### config.mk
export PLATFORM = sky130hd
export DESIGN_NAME = morse_edge_decoder
export DESIGN_NICKNAME = d
export VERILOG_FILES = /design/src/med_pkg.sv /design/src/med_core.sv /design/src/med_outq.sv /design/src/morse_edge_decoder.sv
export VERILOG_INCLUDE_DIRS = /design/src /design/src/src
export SDC_FILE = /design/constraint.sdc
export NUM_CORES = 1
export LEC_CHECK = 0
export ABC_AREA = 0
export ABC_CLOCK_PERIOD_IN_PS = 4800
export BUFFER_PORTS_ARGS = -buffer_cell sky130_fd_sc_hd__buf_2
export CAP_MARGIN = 20
export CORE_MARGIN = 2
export CORE_UTILIZATION = 55
export CTS_BUF_LIST = sky130_fd_sc_hd__clkbuf_4 sky130_fd_sc_hd__clkbuf_8
export CTS_CLUSTER_DIAMETER = 100
export CTS_CLUSTER_SIZE = 10
export DETAILED_ROUTE_END_ITERATION = 16
export GPL_TIMING_DRIVEN = 1
export HOLD_SLACK_MARGIN = 0.02
export PLACE_DENSITY = 0.84
export SETUP_SLACK_MARGIN = 0.02
export SLEW_MARGIN = 15
export SYNTH_ARGS = -nofsm -noshare
export SYNTH_HDL_FRONTEND = slang
export SYNTH_SLANG_ARGS = --single-unit
### constraint.sdc
create_clock -name clk -period 4.8 [get_ports clk]
set_input_delay 0.72 -clock clk [delete_from_list [all_inputs] [get_ports clk]]
set_output_delay 0.72 -clock clk [all_outputs]
set_load 0.01 [all_outputs]
### src/morse_edge_decoder_assert.svh
// Assertion macros shared by the decoder modules.
`ifndef MORSE_EDGE_DECODER_ASSERT_SVH
`define MORSE_EDGE_DECODER_ASSERT_SVH

// Same-cycle implication, sampled on clk, off during reset.
`define MED_ASSERT_NOW(label, ante, cons, msg) \
	label: assert property (@(posedge clk) disable iff (!arst_n) (ante) |-> (cons)) \
		else $error(msg);

// Next-cycle implication, sampled on clk, off during reset.
`define MED_ASSERT_NEXT(label, ante, cons, msg) \
	label: assert property (@(posedge clk) disable iff (!arst_n) (ante) |=> (cons)) \
		else $error(msg);

`endif

### src/med_pkg.sv
// Shared types, codes and the letter table of the Morse edge decoder.
`timescale 1ns / 1ps
package med_pkg;

	localparam int TABLE_LEN  = 29;
	localparam int OUTQ_DEPTH = 4;

	localparam logic [2:0] TREE_TOP = 3'd4;

	localparam logic [1:0] REG_MARK_THRESHOLD = 2'd0;
	localparam logic [1:0] REG_LETTER_GAP     = 2'd1;
	localparam logic [1:0] REG_WORD_GAP       = 2'd2;

	localparam logic [15:0] MARK_THRESHOLD_RST = 16'd200;
	localparam logic [15:0] LETTER_GAP_RST     = 16'd200;
	localparam logic [15:0] WORD_GAP_RST       = 16'd600;

	localparam logic [7:0] CHAR_STAR    = 8'h2A;
	localparam logic [7:0] CHAR_SPACE   = 8'h20;
	localparam logic [7:0] CHAR_NEWLINE = 8'h0A;

	localparam logic [7:0] LETTER_TABLE [TABLE_LEN] = '{
		"E", "I", "S", "H", "V", "U", "F", "*", "A", "R", "L", "*", "W", "P", "J",
		"T", "N", "D", "B", "X", "K", "C", "Y", "M", "G", "Z", "Q", "O", CHAR_NEWLINE
	};

	typedef struct packed {
		logic [15:0] mark_threshold;
		logic [15:0] letter_gap;
		logic [15:0] word_gap;
	} med_cfg_t;

	// Results of one edge: cnt characters, ch0 first; the last one carries last.
	typedef struct packed {
		logic [1:0] cnt;
		logic [7:0] ch0;
		logic [7:0] ch1;
	} med_push_t;

	typedef struct packed {
		logic [7:0] ch;
		logic       last;
	} med_entry_t;

	// Tree position zero is an empty letter, otherwise table index plus one.
	function automatic logic [7:0] letter_lookup(input logic [4:0] pos);
		logic [4:0] idx;
		idx = pos - 5'd1;
		if (pos == 5'd0 || pos > 5'(TABLE_LEN))
			return CHAR_STAR;
		return LETTER_TABLE[idx];
	endfunction

endpackage

### src/med_core.sv
// Edge timing, tree index accumulation and letter decode.
`timescale 1ns / 1ps
`include "morse_edge_decoder_assert.svh"
module med_core
	import med_pkg::*;
#(
	parameter int MAX_SYMBOLS = 5,
	parameter int TIME_BITS   = 32
) (
	input  logic                 clk,
	input  logic                 arst_n,
	input  logic                 fire,
	input  logic                 level,
	input  logic [TIME_BITS-1:0] now,
	input  med_cfg_t             cfg,
	output med_push_t            push
);

	logic                 have_prev_q;
	logic [TIME_BITS-1:0] prev_time_q;
	logic [4:0]           tree_pos_q;
	logic [2:0]           sym_cnt_q;
	logic                 ovf_q;

	logic [TIME_BITS-1:0] elapsed;
	logic                 dash;
	logic                 letter_hit;
	logic                 word_hit;
	logic                 emit_letter;
	logic [7:0]           letter_ch;
	logic                 sym_full;
	logic [4:0]           tree_step;

	assign elapsed     = now - prev_time_q;
	assign dash        = elapsed > TIME_BITS'(cfg.mark_threshold);
	assign letter_hit  = elapsed > TIME_BITS'(cfg.letter_gap);
	assign word_hit    = elapsed > TIME_BITS'(cfg.word_gap);
	assign emit_letter = letter_hit && (tree_pos_q != 5'd0 || ovf_q);
	assign letter_ch   = ovf_q ? CHAR_STAR : letter_lookup(tree_pos_q);
	assign sym_full    = sym_cnt_q >= 3'(MAX_SYMBOLS);
	assign tree_step   = dash ? (5'd1 << (TREE_TOP - sym_cnt_q)) : 5'd1;

	always_comb begin
		push.cnt = 2'd0;
		push.ch0 = emit_letter ? letter_ch : CHAR_SPACE;
		push.ch1 = CHAR_SPACE;
		if (fire && have_prev_q && level)
			push.cnt = 2'(emit_letter) + 2'(word_hit);
	end

	always_ff @(posedge clk or negedge arst_n) begin
		if (!arst_n) begin
			have_prev_q <= 1'b0;
			prev_time_q <= '0;
			tree_pos_q  <= 5'd0;
			sym_cnt_q   <= 3'd0;
			ovf_q       <= 1'b0;
		end else if (fire) begin
			have_prev_q <= 1'b1;
			prev_time_q <= now;
			if (have_prev_q) begin
				if (level) begin
					if (letter_hit) begin
						tree_pos_q <= 5'd0;
						sym_cnt_q  <= 3'd0;
						ovf_q      <= 1'b0;
					end
				end else if (sym_full) begin
					ovf_q <= 1'b1;
				end else begin
					tree_pos_q <= tree_pos_q + tree_step;
					sym_cnt_q  <= sym_cnt_q + 3'd1;
				end
			end
		end
	end

	`MED_ASSERT_NOW(a_sym_bound, 1'b1, sym_cnt_q <= 3'(MAX_SYMBOLS), "symbol count past limit")
	`MED_ASSERT_NOW(a_ovf_full, ovf_q, sym_cnt_q == 3'(MAX_SYMBOLS), "overflow before letter full")
	`MED_ASSERT_NOW(a_empty_pos, 1'b1, (sym_cnt_q == 3'd0) == (tree_pos_q == 5'd0),
		"tree position disagrees with symbol count")

endmodule

### src/med_outq.sv
// Four-entry output queue taking up to two characters per cycle.
`timescale 1ns / 1ps
`include "morse_edge_decoder_assert.svh"
module med_outq
	import med_pkg::*;
(
	input  logic       clk,
	input  logic       arst_n,
	input  med_push_t  push,
	output logic       room,
	output logic       out_valid,
	input  logic       out_stall,
	output logic [7:0] char_code,
	output logic       last
);

	med_entry_t ent_q [OUTQ_DEPTH];
	logic [1:0] wr_ptr_q;
	logic [1:0] rd_ptr_q;
	logic [2:0] count_q;
	logic       pop;

	assign room      = count_q <= 3'(OUTQ_DEPTH - 2);
	assign out_valid = count_q != 3'd0;
	assign pop       = out_valid && !out_stall;
	assign char_code = ent_q[rd_ptr_q].ch;
	assign last      = ent_q[rd_ptr_q].last;

	always_ff @(posedge clk) begin
		if (push.cnt != 2'd0)
			ent_q[wr_ptr_q] <= '{ch: push.ch0, last: push.cnt == 2'd1};
		if (push.cnt == 2'd2)
			ent_q[wr_ptr_q + 2'd1] <= '{ch: push.ch1, last: 1'b1};
	end

	always_ff @(posedge clk or negedge arst_n) begin
		if (!arst_n) begin
			wr_ptr_q <= 2'd0;
			rd_ptr_q <= 2'd0;
			count_q  <= 3'd0;
		end else begin
			wr_ptr_q <= wr_ptr_q + push.cnt;
			rd_ptr_q <= rd_ptr_q + 2'(pop);
			count_q  <= count_q + 3'(push.cnt) - 3'(pop);
		end
	end

	`MED_ASSERT_NOW(a_cnt_max, 1'b1, count_q <= 3'(OUTQ_DEPTH), "queue count past depth")
	`MED_ASSERT_NOW(a_push_room, push.cnt != 2'd0, room, "push into queue without room")
	`MED_ASSERT_NEXT(a_pop_only, pop && push.cnt == 2'd0, count_q == $past(count_q) - 3'd1,
		"queue count wrong after transfer out")

endmodule

### src/morse_edge_decoder.sv
// Morse edge decoder top level: input register, config registers, core and queue.
`timescale 1ns / 1ps
// Accepts one key-line edge per cycle, unless in_stall is high, into an input
// register; the core then times it against the previous edge, updates the
// letter and writes zero to two characters into a four-entry output queue.
// Output drains one character per cycle while out_stall is low; the input
// stalls while the queue has room for fewer than two characters, so the
// sustained rate is one edge per cycle when each edge gives at most one
// character and out_stall is low, and is bounded by the output otherwise.
// Only the low TIME_BITS bits of time_ms are used; elapsed time wraps.
module morse_edge_decoder
	import med_pkg::*;
#(
	parameter int MAX_SYMBOLS = 5,
	parameter int TIME_BITS   = 32
) (
	input  logic        clk,
	input  logic        arst_n,
	input  logic        cfg_we,
	input  logic [1:0]  cfg_index,
	input  logic [15:0] cfg_wdata,
	input  logic        in_valid,
	output logic        in_stall,
	input  logic        new_level,
	input  logic [31:0] time_ms,
	output logic        out_valid,
	input  logic        out_stall,
	output logic [7:0]  char_code,
	output logic        last
);

	med_cfg_t             cfg_q;
	logic                 valid_s1;
	logic                 level_s1;
	logic [TIME_BITS-1:0] time_s1;
	logic                 room;
	logic                 fire;
	logic                 load;
	med_push_t            push;

	assign fire     = valid_s1 && room;
	assign in_stall = valid_s1 && !room;
	assign load     = in_valid && !in_stall;

	always_ff @(posedge clk or negedge arst_n) begin
		if (!arst_n) begin
			cfg_q.mark_threshold <= MARK_THRESHOLD_RST;
			cfg_q.letter_gap     <= LETTER_GAP_RST;
			cfg_q.word_gap       <= WORD_GAP_RST;
		end else if (cfg_we) begin
			case (cfg_index)
				REG_MARK_THRESHOLD: cfg_q.mark_threshold <= cfg_wdata;
				REG_LETTER_GAP:     cfg_q.letter_gap     <= cfg_wdata;
				REG_WORD_GAP:       cfg_q.word_gap       <= cfg_wdata;
				default: ;
			endcase
		end
	end

	always_ff @(posedge clk or negedge arst_n) begin
		if (!arst_n)
			valid_s1 <= 1'b0;
		else if (load)
			valid_s1 <= 1'b1;
		else if (fire)
			valid_s1 <= 1'b0;
	end

	always_ff @(posedge clk) begin
		if (load) begin
			level_s1 <= new_level;
			time_s1  <= time_ms[TIME_BITS-1:0];
		end
	end

	med_core #(
		.MAX_SYMBOLS(MAX_SYMBOLS),
		.TIME_BITS  (TIME_BITS)
	) u_core (
		.clk   (clk),
		.arst_n(arst_n),
		.fire  (fire),
		.level (level_s1),
		.now   (time_s1),
		.cfg   (cfg_q),
		.push  (push)
	);

	med_outq u_outq (
		.clk      (clk),
		.arst_n   (arst_n),
		.push     (push),
		.room     (room),
		.out_valid(out_valid),
		.out_stall(out_stall),
		.char_code(char_code),
		.last     (last)
	);

endmodule

==> impl_metrics.yaml <==
floorplanning:
  fp.coreArea_sq_mm: 0.0181
  io_pins: 67
  rows: 49
  dieWidth_microns: 140
  fp.dieArea_sq_mm: 0.0197
  die_y_microns: 140
  start_util_pct: 56.6
cts:
  holdBufCountCts: 0
  cts_tree: "done"
  cts_max_level: 4
  worstSkewPairLatency_ns: 0.47
  clock-sinks: 163
  clk_pin_slew_ns: 0.09
  cts-root-buf: "clkbuf_8"
  cts_buffer_depth: 2
  cts_inserted_buffers: 17
yosys:
  synth-compound-area-share_pct: 16.8
  synth_flop_cell: "dfrtp_1"
  ys_ff_latch: 163
  synthArstFlopShare_pct: 60.1
  synth_area_leaders: "dfrtp_1 22%, ha_1 12%, edfxtp_1 9.7%, dfxtp_1 6.3%, nand2_1 5.1%"
  post_synth.cell_area_avg_sq_um: 9.14
  synth_xor_area_share_pct: 2.82
  ys_types: 67
  synth_nets: 1280
  synth-seq-area-share_pct: 40.0
  ys_top_cells_by_count: "140 x nand2_1, 106 x inv_1, 101 x ha_1"
  netlist.area_leader.share_pct: 21.5
  syn_area_sq_mm: 0.0102
  muxShareOfSynthArea_pct: 6.46
  yosysWarnings: 0
  synth_most_common_cell: "nand2_1"
  synth_edf_count: 33
  synth_cells: 1120
  synth_area_leader_cell: "dfrtp_1"
  synth_top_family_by_area: "compound AO/OA/AOI/OAI gates"
  synth_simple_gate_area_share_pct: 15.5
  yosys.area_share.adder_pct: 12.9
sta:
  setup_ws_ns: -0.00299
  final_hold_viol_count: 0
  worst_slew_pin_slew_ns: 0.973
  rsz0062_at_grt: "true"
  post-route-min-period_ns: 4.80
  setup_viol: 1
  worst_slew_margin_rel_pct: 35.0
  slew_violations: 0
  skew_ns: 0.0167
  min_period_over_period_pct: 100
  clock.fmax_mhz: 208
routing:
  vias_per_cell: 5.91
  wl_per_cell_microns: 17.2
  ant_nets: 0
  drt_wl_total_microns: 25400
  drc: 0
  via_count: 8732
  drt-pass1-iter-count: 6
  drt_iter0_markers: 738
placement:
  dp_hpwl_microns: 17500
  portBuffers: 65
  dp_cells: 1429
  pre_cts_slack_ns: -0.357
  finalWeightedCongestion: 0.934
job:
  maxCapViolCount: 0
layout:
  layout-drive-gt1-share_pct: 24.8
  final_nets: 1395
  final_util_pct: 67.5
  final_cell_count_no_fill: 1477
  areaGrowthSynthToFinish_pct: 19.2
  diodes: 0
global_route:
  grt_max_degree: 64
  grtUsageTotal_pct: 25.4
  grt_pass1_vias: 8629
  antenna_found_initial: 0
  overflow: 0
  grt_pass1_wl_microns: 40700
power_and_ir_drop:
  cellLeakagePower_nw: 5.51
  power_mw: 9.80
  ir_drop_mv: 0.394
  power_density_mw_per_mm2: 803
critical_path:
  critPathBufInv: 2
  crit_chain: "ha_4 > fa_2 > nor2b_4 > o2111ai_4 > a211oi_2 > nor3_2 > xnor2_2 > ha_4 > nand4_1 > or2_4 > nor3_4 > o22ai_2 > or3_4 > nand2_4 > ha_4 > inv_2 > fa_2 > inv_2 > a21o_1 > a21oi_2 > xnor2_2 > a21oi_1 > o22ai_1"
  crit_type: "reg -> reg"
  crit_arrival_ns: 5.19
  endpoint_kind: "flop"
  crit_start: "u_core.prev_time_q[0]"
  critPathMaxFanout: 3
  crit_path_start_kind: "flop"
  crit_required_ns: 5.19
  timing.rr.start: "u_core.prev_time_q[0]"
  max_stage_delay_ns: 0.42
  crit_slowest_cell: "dfrtp_1"
  crit_family: "simple AND/OR/NAND/NOR gates"
  critPathMostFrequentCell: "ha_4"
worst_hold_path:
  hold_path.class: "in -> async"
status:
  violations: "negative setup slack"
  status: "finished with violations"
path summary, 6_finish.rpt:
path / to / slack, ns / depth (start not counted)
setup / recovery: u_core.tree_pos_q[4] / -0.003 / 23
hold / removal: u_core.prev_time_q[25] / 0.36 / 1
setup reg to reg: u_core.tree_pos_q[4] / -0.003 / 23
hold reg to reg: u_outq.ent_q[0][5] / 0.45 / 2
max in group asynchronous: cfg_q[19] / 3.41 / 2
min in group clk: time_s1[3] / 0.42 / 1
power by group:
part,total (mW),leakage [nW],switching [mW],internal (mW)
combinational,6.54,3.55,3.72,2.83
clock,1.06,0.212,0.515,0.541
sequential,2.20,1.75,0.326,1.88
total,9.80,5.51,4.56,5.25
worst register-to-register path, cell delays in order (launching register included):
cell and delay (ns):
dfrtp_1 0.42, ha_4 0.18, fa_2 0.42, nor2b_4 0.16
o2111ai_4 0.15, a211oi_2 0.35, nor3_2 0.11, xnor2_2 0.33
ha_4 0.19, nand4_1 0.10, or2_4 0.28, nor3_4 0.19
o22ai_2 0.12, or3_4 0.42, nand2_4 0.09, ha_4 0.13
inv_2 0.04, fa_2 0.37, inv_2 0.06, a21o_1 0.12
a21oi_2 0.07, xnor2_2 0.19, a21oi_1 0.09, o22ai_1 0.16
cell type report:
class,instances,area (sq um)
Fill cell,1328,5880
Multi-Input combinational cell,811,6130
Sequential cell,163,4100
Clock inverter,12,154
Inverter,106,398
Tap cell,229,287
Timing Repair Buffer,136,872
Clock buffer,20,263
sequential cells by signal, indices dropped and copies added (netlist names):
name,cells
cfg_q,48
level_s1,1
time_s1,32
u_core.have_prev_q,1
u_core.ovf_q,1
u_core.prev_time_q,32
u_core.sym_cnt_q,3
u_core.tree_pos_q,5
u_outq.count_q,3
u_outq.ent_q,32
u_outq.rd_ptr_q,2
u_outq.wr_ptr_q,2
valid_s1,1
placed cells by master (no fill, tap or decap), drive strengths merged, types with 28 or more instances in the layout:
master,netlist,final
nor3,28,28
edfxtp,33,33
nand2,140,140
inv,106,109
a21o,30,30
buf,5,136
o21ai,90,90
a21oi,78,78
ha,101,101
mux2,33,33
nor2,69,69
dfrtp,88,88
dfxtp,32,32
repair_timing:
action / 4_1_cts / 5_1_grt
buffers inserted: 5 / 11
endpoints found under the setup margin: 29 / 35
cloned: 0 / 0
resized for setup: 32 / 72
pin swaps: 18 / 49
routing by layer:
metal / vias to the layer above / track usage, % / wire, microns
met2: 322 / 43.4 / 12400
met5: - / 0 / 0
met3: 62 / 4.92 / 1420
li1: 4197 / - / -
met4: 0 / 9.30 / 723
met1: 4151 / 32.3 / 10800
metrics by stage:
step	hold WS [ns]	setup TNS, ns	area (sq um)
after global routing	0.398	-2.56	12200
after CTS	0.382	0	11800
after global placement	0.437	-0.494	11200
final	0.356	-0.00299	12200
after detailed placement	0.445	-2.72	11200
after floorplan	0.424	-0.0243	10300
logic make-up (layout without fill, tap and decap cells):
logic type / Yosys count / count (layout)
multiplexers: 52 / 52
AND/OR/NAND/NOR: 341 / 341
adder cells (fa/ha/maj): 104 / 104
flip-flops: 163 / 163
buffers and inverters: 146 / 274
other: 1 / 1
AO/OA/AOI/OAI: 280 / 280
XOR/XNOR: 33 / 33
No activity file was read; power rests on OpenSTA's default activity.
